### src/sv/u16rb_pkg.sv
// ----------------------------------------------------------------------------
// u16rb_pkg
// Shared types, constants and helper functions for the UTF-16 deque store.
// ----------------------------------------------------------------------------
package u16rb_pkg;

  // Store geometry (power of two, so index wrap is a plain truncation)
  localparam int DEPTH  = 1024;
  localparam int AW     = $clog2(DEPTH);
  localparam int FW     = AW + 1;
  localparam int UNIT_W = 16;
  localparam int CP_W   = 21;

  // Commands
  typedef enum logic [2:0] {
    CMD_PUSH_CP_TAIL = 3'd0,
    CMD_PUSH_CP_HEAD = 3'd1,
    CMD_POP_CP_HEAD  = 3'd2,
    CMD_POP_CP_TAIL  = 3'd3,
    CMD_PUSH_U_TAIL  = 3'd4,
    CMD_PUSH_U_HEAD  = 3'd5,
    CMD_POP_U_HEAD   = 3'd6,
    CMD_POP_U_TAIL   = 3'd7
  } cmd_t;

  // Result status
  typedef enum logic [2:0] {
    ST_OK        = 3'd0,
    ST_FULL      = 3'd1,
    ST_SHORT     = 3'd2,
    ST_INVALID   = 3'd3,
    ST_MALFORMED = 3'd4
  } status_t;

  // Offset applied to a ring index by the shared index unit
  typedef enum logic [1:0] {
    STEP_P0 = 2'd0,
    STEP_P1 = 2'd1,
    STEP_M1 = 2'd2,
    STEP_M2 = 2'd3
  } step_t;

  // Sequencer states
  typedef enum logic [2:0] {
    S_IDLE  = 3'd0,
    S_FIRST = 3'd1,
    S_SECOND = 3'd2,
    S_EXAM  = 3'd3,
    S_EXAM2 = 3'd4
  } state_t;

  // Encoder result for one code point
  typedef struct packed {
    logic              invalid;
    logic              pair;
    logic [UNIT_W-1:0] u0;
    logic [UNIT_W-1:0] u1;
  } enc_t;

  function automatic logic is_high(input logic [UNIT_W-1:0] u);
    return u[15:10] == 6'b110110;
  endfunction

  function automatic logic is_low(input logic [UNIT_W-1:0] u);
    return u[15:10] == 6'b110111;
  endfunction

  // Surrogate pair to code point
  function automatic logic [CP_W-1:0] pair_value(input logic [UNIT_W-1:0] hi,
                                                 input logic [UNIT_W-1:0] lo);
    return CP_W'(21'h10000) + {1'b0, hi[9:0], lo[9:0]};
  endfunction

endpackage

### src/sv/u16rb_idx.sv
// ----------------------------------------------------------------------------
// u16rb_idx
// Shared ring index unit: base index plus a small signed offset, mod DEPTH.
// ----------------------------------------------------------------------------
module u16rb_idx import u16rb_pkg::*; (
  input  logic [AW-1:0] base,
  input  step_t         step,
  output logic [AW-1:0] idx
);

  logic [AW-1:0] offset;

  // Offset in two's complement; wrap comes from truncation
  always_comb begin
    unique case (step)
      STEP_P0: offset = '0;
      STEP_P1: offset = AW'(1);
      STEP_M1: offset = '1;
      STEP_M2: offset = ~AW'(1);
      default: offset = '0;
    endcase
  end

  assign idx = base + offset;

endmodule

### config.mk
export PLATFORM = sky130hd
export DESIGN_NAME = u16rb_idx
export DESIGN_NICKNAME = d
export VERILOG_FILES = /design/src/sv/u16rb_pkg.sv /design/src/sv/u16rb_idx.sv
export SDC_FILE = /design/constraint.sdc
export NUM_CORES = 1
export LEC_CHECK = 0
export BUFFER_PORTS_ARGS = -buffer_cell sky130_fd_sc_hd__buf_2
export CAP_MARGIN = 10
export CORE_AREA = 2 2 39 41
export DETAILED_ROUTE_END_ITERATION = 12
export DIE_AREA = 0 0 41 43
export SLEW_MARGIN = 40
export SYNTH_ARGS = -nofsm -noshare
export SYNTH_HDL_FRONTEND = slang
export SYNTH_SLANG_ARGS = --single-unit
export TNS_END_PERCENT = 10
### constraint.sdc
create_clock -name vclk -period 5.8
set_input_delay 0.87 -clock vclk [all_inputs]
set_output_delay 0.87 -clock vclk [all_outputs]
set_load 0.02 [all_outputs]
==> results.yml <==
clock_network:
  post_cts_buffers: 0
  hold_buffers: 0
  ctsResizeCount: 0
worst_setup_path:
  cpPeakStageDelay_ps: 360
  start_kind: "input port"
  worstPathCellList: "buf_2 -> ha_1 -> inv_1 -> ha_1 -> inv_1 -> fa_1 -> nor2b_4 -> o31ai_2 -> a21oi_1 -> o211a_1 -> a2111o_1 -> buf_2"
  critPathSlowestCell: "a2111o_1"
  worstPathRequired_ps: 4930
  cp.arrival_ps: 3090
  critPathMaxFanout: 10
  critical_path_class: "input port to output pin"
  critPathCaptureType: "output pin"
route:
  drc: 0
  via_per_inst: 4.83
  wl_per_cell_um: 8.75
  via_count: 478
  drtPass1Iterations: 2
  first_iter_violations: 1
  ant_nets: 0
  routed_wl_um: 866
die:
  start_util: 0.325
  die_height_um: 43
  die_w_um: 41
  design.core.area_um2: 1380
  io_pins: 22
  num_rows: 14
  dieArea_um2: 1760
pwr:
  power.share.clock: 0
  finalPower_uw: 81.5
  ir_worst_vdd_uv: 56.9
  power_density_nw_per_um2: 141
  p_sw_frac: 0.587
  p_int_uw: 33.7
  p_leak_nw: 0.317
  seq_power_share: 0
  p_sw_uw: 47.8
  power_frac_comb: 1.000
sta:
  worst_pin_slew_ps: 300
  fmax_mhz: 253
  period_needed_ps: 3960
  relSlewSlack: 0.800
  rsz0062_at_grt: "false"
  period_share: 0.682
  slew_viol_final: 0
  finalSetupViolCount: 0
  fin_setup_tns_ps: 0
  hold_viol: 0
cells_and_area:
  antenna_cells: 0
  layout.area.seq_um2: 0
  syn2layout_area_growth_pct: 29.0
  fillers: 152
  post-route-util: 0.419
  nFlopsAndLatches: 0
  nClkBuffers: 0
  drive_gt1_frac: 0.289
  nNetsFinal: 108
  multi_input_area_um2: 419
place:
  hpwl_um: 766
  place_congestion: 0.698
  port_buffers: 22
synth:
  synth_area_um2: 449
  yosysWarnings: 0
  yosysSeqAreaShare: 0
  syn_avg_cell_area_um2: 7.36
  syn_inst: 61
  ys_types: 23
  synth_fp_nets: 84
min_path:
  holdCritPathClass: "input port to output pin"
grt:
  overflow: 0
  grtUsageTotal: 0.109
  grt_max_degree: 11
  antenna_found_initial: 0
  grt_pass1_wl_mm: 1.48
  grt_pass1_vias: 389
outcome:
  status: "completed"
run:
  maxCapViolations: 0
logic make-up after synthesis:
kind of cell | count (synthesis) | synth area share
xor+xnor | 7 | 0.136
fa+ha+maj | 11 | 0.323
simple gates | 17 | 0.198
buf+inv | 8 | 0.0669
compound gates | 18 | 0.276
layout by cell type, fill, tap and decap left out:
cell type	n
a21boi_0	1
inv_1	8
o31ai_1	1
o21a_1	1
or3_1	1
nor4_1	1
nor2b_4	1
xor2_1	2
a211oi_1	2
o21ai_0	5
a21oi_1	4
o211a_1	1
nand4b_1	1
a2111o_1	1
xnor2_1	5
nand2_1	3
nor3_1	2
nor2_1	7
nor2b_1	1
ha_1	10
fa_1	1
o31ai_2	1
buf_2	22
a21o_1	1
layout make-up:
| type | count | share of cell area |
|---|---|---|
| Inverter | 8 | 0.0518 |
| Tap cell | 16 | 0.0346 |
| Timing Repair Buffer | 22 | 0.190 |
| Multi-Input combinational cell | 53 | 0.724 |
power by group through the flow:
| stage | Sequential (mW) | Clock [mW] | Combinational [mW] |
|---|---|---|---|
| 6_report | 0 | 0 | 0.0815 |
| 5_1_grt | 0 | 0 | 0.0911 |
| 4_1_cts | 0 | 0 | 0.0826 |
| 2_1_floorplan | 0 | 0 | 0.0591 |
| 3_3_place_gp | 0 | 0 | 0.0815 |
| 3_5_place_dp | 0 | 0 | 0.0821 |
cell usage after synthesis (all sizes together):
master,n,area [um^2]
a21oi,4,20.0
a2111o,1,11.3
nor3,2,10.0
inv,8,30.0
nand4b,1,8.76
nor2,7,26.3
xnor2,5,43.8
fa,1,20.0
o21a,1,7.51
nand2,3,11.3
nor4,1,6.26
a211oi,2,15.0
a21boi,1,7.51
o211a,1,10.0
xor2,2,17.5
o31ai,2,20.0
nor2b,2,20.0
or3,1,6.26
ha,10,125
o21ai,5,25.0
a21o,1,7.51
worst max-delay path: cells and delay by family:
kind | cells | cell delay (ps)
compound gates | 4 | 980
fa+ha+maj | 3 | 740
buf+inv | 4 | 430
simple gates | 1 | 60
per-stage QoR:
| stage | setup WS (ps) | hold slack, ps | instances | area, um^2 |
|---|---|---|---|---|
| finish | 1840 | 2080 | 99 | 579 |
| floorplan | 2210 | 1950 | 61 | 449 |
| CTS | 1830 | 2090 | 99 | 579 |
| detailed placement | 1830 | 2080 | 99 | 579 |
| global route | 1670 | 2110 | 99 | 579 |
| global placement | 1860 | 2090 | 99 | 579 |
final timing paths:
path                  startpoint     end  cells after the start  slack, ps
worst max-delay path     step[1]  idx[8]                     12       1840
worst min-delay path     base[0]  idx[0]                      3       2080
per-layer routing:
layer,track usage,wire length [um],share of wire
met5,0,0,0
met4,0,0,0
met3,0.00524,67,0.077
met2,0.181,393,0.45
met1,0.159,405,0.47
No activity file was read; power rests on OpenSTA's default activity.
