--- src/sv/u16rb_pkg.sv ---
// ----------------------------------------------------------------------------
// u16rb_pkg
// Shared types, constants and helper functions for the UTF-16 deque store.
// ----------------------------------------------------------------------------
package u16rb_pkg;

  // Store geometry (power of two, so index wrap is a plain truncation)
  localparam int DEPTH  = 1024;
  localparam int AW     = $clog2(DEPTH);
  localparam int FW     = AW + 1;
  localparam int UNIT_W = 16;
  localparam int CP_W   = 21;

  // Commands
  typedef enum logic [2:0] {
    CMD_PUSH_CP_TAIL = 3'd0,
    CMD_PUSH_CP_HEAD = 3'd1,
    CMD_POP_CP_HEAD  = 3'd2,
    CMD_POP_CP_TAIL  = 3'd3,
    CMD_PUSH_U_TAIL  = 3'd4,
    CMD_PUSH_U_HEAD  = 3'd5,
    CMD_POP_U_HEAD   = 3'd6,
    CMD_POP_U_TAIL   = 3'd7
  } cmd_t;

  // Result status
  typedef enum logic [2:0] {
    ST_OK        = 3'd0,
    ST_FULL      = 3'd1,
    ST_SHORT     = 3'd2,
    ST_INVALID   = 3'd3,
    ST_MALFORMED = 3'd4
  } status_t;

  // Offset applied to a ring index by the shared index unit
  typedef enum logic [1:0] {
    STEP_P0 = 2'd0,
    STEP_P1 = 2'd1,
    STEP_M1 = 2'd2,
    STEP_M2 = 2'd3
  } step_t;

  // Sequencer states
  typedef enum logic [2:0] {
    S_IDLE  = 3'd0,
    S_FIRST = 3'd1,
    S_SECOND = 3'd2,
    S_EXAM  = 3'd3,
    S_EXAM2 = 3'd4
  } state_t;

  // Encoder result for one code point
  typedef struct packed {
    logic              invalid;
    logic              pair;
    logic [UNIT_W-1:0] u0;
    logic [UNIT_W-1:0] u1;
  } enc_t;

  function automatic logic is_high(input logic [UNIT_W-1:0] u);
    return u[15:10] == 6'b110110;
  endfunction

  function automatic logic is_low(input logic [UNIT_W-1:0] u);
    return u[15:10] == 6'b110111;
  endfunction

  // Surrogate pair to code point
  function automatic logic [CP_W-1:0] pair_value(input logic [UNIT_W-1:0] hi,
                                                 input logic [UNIT_W-1:0] lo);
    return CP_W'(21'h10000) + {1'b0, hi[9:0], lo[9:0]};
  endfunction

endpackage

--- src/sv/u16rb_codec.sv ---
// ----------------------------------------------------------------------------
// u16rb_codec
// UTF-16 encoder: validity check and split into one unit or a surrogate pair.
// ----------------------------------------------------------------------------
module u16rb_codec import u16rb_pkg::*; (
  input  logic [CP_W-1:0] code_point,
  output enc_t            enc
);

  logic [CP_W-1:0] v;

  assign v = code_point - CP_W'(21'h10000);

  always_comb begin
    // above U+10FFFF or in the surrogate range
    enc.invalid = (code_point > CP_W'(21'h10FFFF)) ||
                  ((code_point >= CP_W'(21'h0D800)) && (code_point <= CP_W'(21'h0DFFF)));
    enc.pair    = code_point >= CP_W'(21'h10000);
    if (enc.pair) begin
      enc.u0 = {6'b110110, v[19:10]};
      enc.u1 = {6'b110111, v[9:0]};
    end else begin
      enc.u0 = code_point[UNIT_W-1:0];
      enc.u1 = '0;
    end
  end

endmodule

--- config.mk ---
export PLATFORM = sky130hd
export DESIGN_NAME = u16rb_codec
export DESIGN_NICKNAME = d
export VERILOG_FILES = /design/src/sv/u16rb_pkg.sv /design/src/sv/u16rb_codec.sv
export SDC_FILE = /design/constraint.sdc
export NUM_CORES = 1
export LEC_CHECK = 0
export ABC_AREA = 1
export ABC_CLOCK_PERIOD_IN_PS = 1900
export BUFFER_PORTS_ARGS = -buffer_cell sky130_fd_sc_hd__buf_4
export CORE_UTILIZATION = 39
export DETAILED_ROUTE_END_ITERATION = 10
export GPL_TIMING_DRIVEN = 0
export PLACE_DENSITY = 0.81
export SYNTH_ARGS = -nofsm -noshare
export SYNTH_HDL_FRONTEND = slang
export SYNTH_SLANG_ARGS = --single-unit
--- constraint.sdc ---
create_clock -name vclk -period 1.9
set_input_delay 0.19 -clock vclk [all_inputs]
set_output_delay 0.19 -clock vclk [all_outputs]
set_load 0.01 [all_outputs]
==> results of run 1 <==
==> worst min path at each step <==
| stage | cells after the start | startpoint | slack (ps) | end |
|---|---|---|---|---|
| after detailed placement | 4 | code_point[4] | 660 | enc[4] |
| final | 4 | code_point[4] | 660 | enc[4] |
| after global routing | 3 | code_point[14] | 680 | enc[30] |
| after global placement | 4 | code_point[4] | 650 | enc[4] |
| after floorplan | 2 | code_point[3] | 480 | enc[3] |
| after CTS | 4 | code_point[4] | 660 | enc[4] |
==> critical path: stages <==
cell and delay (ps):
buf_4 110, inv_2 140, ha_1 170, nand2_1 60, nor3_1 190, nand2_1 70
nand2_1 60, nand2_1 50, nand2_1 50, buf_4 110
==> where the power goes <==
group	internal, mW	switching (mW)
sequential	0	0
combinational	0.0998	0.0986
clock	0	0
==> metrics by stage <==
stage	hold WS (ps)	setup WS, ps	instance area, um2
final	656	496	1070
after global routing	678	376	1070
after CTS	663	496	1070
after detailed placement	663	498	1070
after global placement	650	512	1070
after floorplan	477	793	648
==> cell usage in the layout (no fill, tap or decap) <==
master / instances
buf_12: 1
buf_4: 61
conb_1: 1
ha_1: 2
inv_1: 26
inv_2: 1
inv_4: 1
nand2_1: 50
nand3_1: 7
nand3_2: 1
nand3b_1: 1
nand4_1: 1
nand4_4: 1
nor2_1: 11
nor2_2: 1
nor2_4: 2
nor3_1: 2
o21ai_0: 3
o21ai_2: 7
or2_2: 1
xnor2_1: 1
==> layer usage <==
layer  routed length, um  global-route usage
met1                 844               0.256
met2                1080               0.436
met3                 113             0.00426
met4                   0                   0
met5                   0                   0
==> cells by family after synthesis <==
logic type	count (synthesis)	synth area share
xor gates and xnor gates	1	0.0135
and+or+nand+nor	78	0.546
adders and majority gates	2	0.0386
other	1	0.00579
AOI/OAI and AO/OA	10	0.118
buffers and inverters	36	0.278
==> cell type report <==
type               instances  area share
multi-input cells         92       0.436
repair buffers            54       0.378
inverters                 28       0.100
plain buffers              8      0.0676
well taps                 16      0.0186
==> synthesized netlist by cell type, drive strengths merged <==
cell type	count
buf	8
conb	1
ha	2
inv	28
nand2	50
nand3	8
nand3b	1
nand4	2
nor2	14
nor3	2
o21ai	10
or2	1
xnor2	1
==> results by group, run 1 <==
Outcome
  – Status: complete, no violations

Setup path
  – CP Launch Type: primary input
  – Critical Path Fanout Max: 9
  – Worst Setup SP: code_point[16]
  – Critical Path RT: 1710 ps
  – Crit path capture: enc[33]
  – Crit path kind: in -> out
  – Crit. End Element: primary output
  – CP arrival: 1210 ps

Final layout
  – Register area: 0 um2
  – Nets: 207
  – Layout Cells excl Fill: 198
  – Clock buffer cells: 0
  – P&R area growth vs syn: 65.6%
  – Ant. Diodes: 0
  – Final Util: 0.704
  – # fillers: 149
  – Multi-input logic area: 468 um2
  – Fraction of layout cells with a size suffix above 1: 0.423
  – Seq Cell Count: 0

Synthesis
  – Cell variety after synth: 21
  – Syn Area/Cell: 5.06 um2
  – Cells after Synth: 128
  – Register area share after synthesis: 0
  – Yosys top cell area share: 0.290
  – Synth area leaders: nand2_1 29%, inv_1 15%, o21ai_2 9.5%
  – Yosys Warn Count: 0
  – Post-Syn Nets: 151
  – Cell taking the most area after synthesis: nand2_1
  – Post-synthesis cell area: 648 um2

Floorplan
  – Die width: 42.8 um
  – Cell Rows: 14
  – Top Ports: 55
  – CORE AREA: 1520 um2
  – Initial core utilization: 0.425
  – Die Y: 42.8 um
  – Die ar.: 1830 um2

STA
  – Final critical-path share of the clock period: 0.739
  – Setup violations, final: 0
  – RSZ-0062 raised after global routing: no
  – Setup TNS Final: 0 ps
  – Fin. max-slew vios: 0
  – Minimum clock period after layout: 1400 ps
  – Final hold vios: 0
  – Maximum operating frequency: 0.712 GHz

Placed design
  – PortBufs: 54
  – Cells after DPL: 198
  – Post-DP HPWL: 1.75 mm
  – Global placer's final weighted congestion: 0.833

Global route
  – Largest net degree at the start of global routing: 16
  – Number of global-route vias before repair: 763
  – Global-route wire length before repair: 3.21 mm
  – Antenna violations before repair: 0
  – GR Overflow Total: 0
  – Gr usage total: 0.214

Route
  – First-pass DRT Iterations: 4
  – DRT antenna net count: 0
  – Starting DRT DRC Count: 28
  – Drt total wl: 2.04 mm
  – Via/cell ratio: 4.63
  – DR WL/cell: 10.3 um
  – Via count: 917
  – DRC: 0

Clocking
  – # resized after CTS: 0
  – Cts hold-fix bufs: 0
  – Setup bufs post-CTS: 0

Run
  – Max_cap viols: 0

Min path
  – Hold crit path type: in -> out

Power and ir drop
  – Leakage: 0.645 nW
  – Pwr dens: 185 nW/um2
  – Total Power: 0.198 mW
  – Worst VDD drop: 0.115 mV
(Power assumes the default switching activity.)
==> run 2, diff against run 1 <==
Settings changed: ABC_AREA 1 to 0, ABC_CLOCK_PERIOD_IN_PS 1900 to 1500, CORE_UTILIZATION 39 to 35, PLACE_DENSITY 0.81 to 0.83.
Clock period 1.9 ns to 1.5 ns, I/O delays scaled along.
==> run 2 against run 1 <==
  * The run now fails in 5_1_grt
  * Synthesized area is 27% lower
  * Synthesized cell count is 38% lower
==> results by group, run 2 <==
Outcome
  – Status: aborted with a tool error
  – Failed at: 5_1_grt
  – Tool error: [ERROR DPL-0038] Utilization greater than 100%, impossible to legalize

Clocking
  – Cts hold-fix bufs: 0

Synthesis
  – Post-Syn Nets: 102
  – Top cells by count, synth: 19 x nand2_1, 12 x and2_1, 6 x buf_4, 6 x nor2_1
  – Cells after Synth: 79
  – Top-count cell post-synth: nand2_1
  – Yosys Warn Count: 0
  – Cell taking the most area after synthesis: and2_1
  – Cell variety after synth: 29
  – Syn Area/Cell: 5.96 um2
  – Post-synthesis cell area: 470 um2
  – Yosys top cell area share: 0.160
  – Register area share after synthesis: 0
  – Synth area leaders: and2_1 16%, nand2_1 15%, buf_4 9.6%

Placed design
  – Global placer's final weighted congestion: 0.799
  – Dpl ws: -402 ps
  – PortBufs: 54
  – Post-DP HPWL: 1.40 mm

Floorplan
  – Top Ports: 55
  – Cell Rows: 12
  – Die width: 38.7 um
  – Initial core utilization: 0.402
  – Die Y: 38.7 um

Global route
  – Largest net degree at the start of global routing: 16

STA
  – Worst_ep grt: enc[33]
  – Worst End Pin Type: top-level output
-- run 2: cell count changes after synthesis, moves of 2 or more --
cell      delta
nand2_1     -31
inv_1       -23
and2_1      +12
o21ai_2      -7
nand3_1      -6
nor2_1       -5
nand2b_1     +3
a21oi_1      +2
nand4_1      +2
nor2_4       -2
-- run 2: kinds of logic after synthesis --
family | share of synthesized area
AO/OA/AOI/OAI | 0.157
AND/OR/NAND/NOR | 0.593
buffers and inverters | 0.170
adder cells (fa/ha/maj) | 0.0532
other | 0.00797
XOR/XNOR | 0.0186
-- run 2: stage by stage --
step	util	hold slack [ps]	setup TNS, ps	instance area (um2)	instances
4_1_cts	0.910	545	-2650	1070	155
3_5_place_dp	0.771	567	-6330	903	147
3_3_place_gp	0.771	575	-5240	903	147
2_1_floorplan	-	344	0	480	79
-- run 2: timing repair --
action | CTS
pin swaps | 9
resized for setup | 32
cloned | 1
setup endpoints to repair | 26
buffers inserted | 7
==> run 3, diff against run 2 <==
Settings changed: CORE_AREA set to 2 2 63 65, CORE_UTILIZATION 35 to unset, DIE_AREA set to 0 0 65 67, PLACE_DENSITY 0.83 to unset, PLACE_DENSITY_LB_ADDON set to 0.15.
==> run 3 against run 2 <==
  * The flow now finishes, with violations (setup timing)
  * Synthesized area stayed put
  * Synthesized cell count stayed put
==> results by group, run 3 <==
Final layout
  – Nets: 167
  – Layout Cells excl Fill: 190
  – Ant. Diodes: 0
  – Clock buffer cells: 0
  – Register area: 0 um2
  – # fillers: 387
  – P&R area growth vs syn: 180%
  – Fraction of layout cells with a size suffix above 1: 0.775
  – Most frequent cells in the layout: 43 x buf_4, 24 x buf_6, 10 x and2_4
  – Seq Cell Count: 0
  – Commonest non-fill, non-tap cell in the layout: buf_4
  – Final Util: 0.365

Min path
  – Hold Startpoint: code_point[16]
  – Hold path cells: 3
  – Endpoint, Worst Hold: enc[22]
  – Hold crit path type: in -> out

Placed design
  – Cells after DPL: 181
  – Post-DP HPWL: 1.69 mm
  – Global placer's final weighted congestion: 0.683
  – PortBufs: 54

Global route
  – GR Overflow Total: 0
  – Gr usage total: 0.0973
  – Number of global-route vias before repair: 756
  – Antenna violations before repair: 0
  – Largest net degree at the start of global routing: 16
  – Global-route wire length before repair: 3.46 mm

Floorplan
  – CORE AREA: 3610 um2
  – Die ar.: 4360 um2
  – Cell Rows: 22
  – Top Ports: 55
  – Die Y: 67 um
  – Initial core utilization: 0.130
  – Die width: 65 um

Synthesis
  – Register area share after synthesis: 0
  – Post-synthesis cell area: 470 um2
  – Yosys top cell area share: 0.160
  – Cells after Synth: 79
  – Yosys Warn Count: 0
  – Top cells by count, synth: 19 x nand2_1, 12 x and2_1, 6 x buf_4, 6 x nor2_1
  – Syn Area/Cell: 5.96 um2
  – Cell taking the most area after synthesis: and2_1
  – Synth area leaders: and2_1 16%, nand2_1 15%, buf_4 9.6%
  – Cell variety after synth: 29
  – Post-Syn Nets: 102
  – Top-count cell post-synth: nand2_1

Route
  – Drt total wl: 2.21 mm
  – Starting DRT DRC Count: 23
  – DR WL/cell: 11.6 um
  – DRC: 0
  – DRT antenna net count: 0
  – Via count: 764
  – Via/cell ratio: 4.02
  – First-pass DRT Iterations: 4

Power and ir drop
  – Leakage: 0.668 nW
  – Worst VDD drop: 0.110 mV
  – Pwr dens: 222 nW/um2

Setup path
  – Crit path kind: in -> out
  – Critical Path RT: 1350 ps
  – CP arrival: 1490 ps
  – Critical Path Fanout Max: 4
  – CP Launch Type: primary input
  – Crit. End Element: primary output

STA
  – Fin. max-slew vios: 0
  – Minimum clock period after layout: 1640 ps
  – Min Hold Slack: 552 ps
  – Setup violations, final: 24
  – Final critical-path share of the clock period: 1.09
  – Setup TNS Final: -1180 ps
  – Final hold vios: 0
  – Setup ws final: -137 ps
  – RSZ-0062 raised after global routing: yes
  – Maximum operating frequency: 0.611 GHz

Outcome
  – Status: finished with violations
  – Failing checks: setup timing

Run
  – Max_cap viols: 0
## run 3: cell counts after synthesis
Identical to the previous run, type by type.
## run 3: cell type report
| class | instances | area [um2] | share of cell area |
|---|---|---|---|
| inverter | 4 | 20.0 | 0.0152 |
| tap | 48 | 60.1 | 0.0456 |
| buffer | 9 | 78.8 | 0.0599 |
| timing repair buffer | 63 | 599 | 0.455 |
| multi-input combinational | 66 | 558 | 0.424 |
## run 3: report_power, final
group / internal, mW / switching, mW / leakage [nW]
Combinational: 0.170 / 0.123 / 0.668
Sequential: 0 / 0 / 0
Clock: 0 / 0 / 0
## run 3: critical path: stages
cell	delay, ps
buf_4	110
nand4_1	110
or3_1	490
o31a_1	330
o22ai_2	160
buf_4	140
## run 3: kinds of logic after synthesis
family / synth area share
and+or+nand+nor: 0.593
buffers and inverters: 0.170
AOI/OAI and AO/OA: 0.157
adders and majority gates: 0.0532
xor gates and xnor gates: 0.0186
other: 0.00797
## run 3: worst max-delay path by stage
stage              startpoint       to  cells after the start
2_1_floorplan  code_point[17]   enc[8]                      5
3_3_place_gp   code_point[17]  enc[23]                      8
3_5_place_dp   code_point[17]  enc[23]                      8
4_1_cts        code_point[16]  enc[33]                      8
5_1_grt        code_point[17]  enc[33]                      8
6_report        code_point[8]  enc[33]                      6
## run 3: metrics by stage
stage / power [mW] / setup WS (ps) / area (um2)
final: 0.293 / -137 / 1320
after global placement: 0.218 / -382 / 946
after global routing: 0.315 / -190 / 1320
after floorplan: 0.0859 / 6.68 / 480
after CTS: 0.246 / -150 / 1080
after detailed placement: 0.219 / -423 / 946
## run 3: timing repair
action / CTS / global route
resized for setup: 21 / 60
hold buffers: 0 / 0
buffers inserted: 7 / 1
setup endpoints to repair: 26 / 31
pin swaps: 7 / 21
gates cloned: 0 / 1
## run 3: per-layer routing
metal | wire [um] | global-route usage | share of wire
met2 | 1120 | 0.184 | 0.51
met5 | 0 | 0 | 0
met4 | 0 | 0 | 0
met1 | 912 | 0.122 | 0.41
met3 | 177 | 0.0152 | 0.080
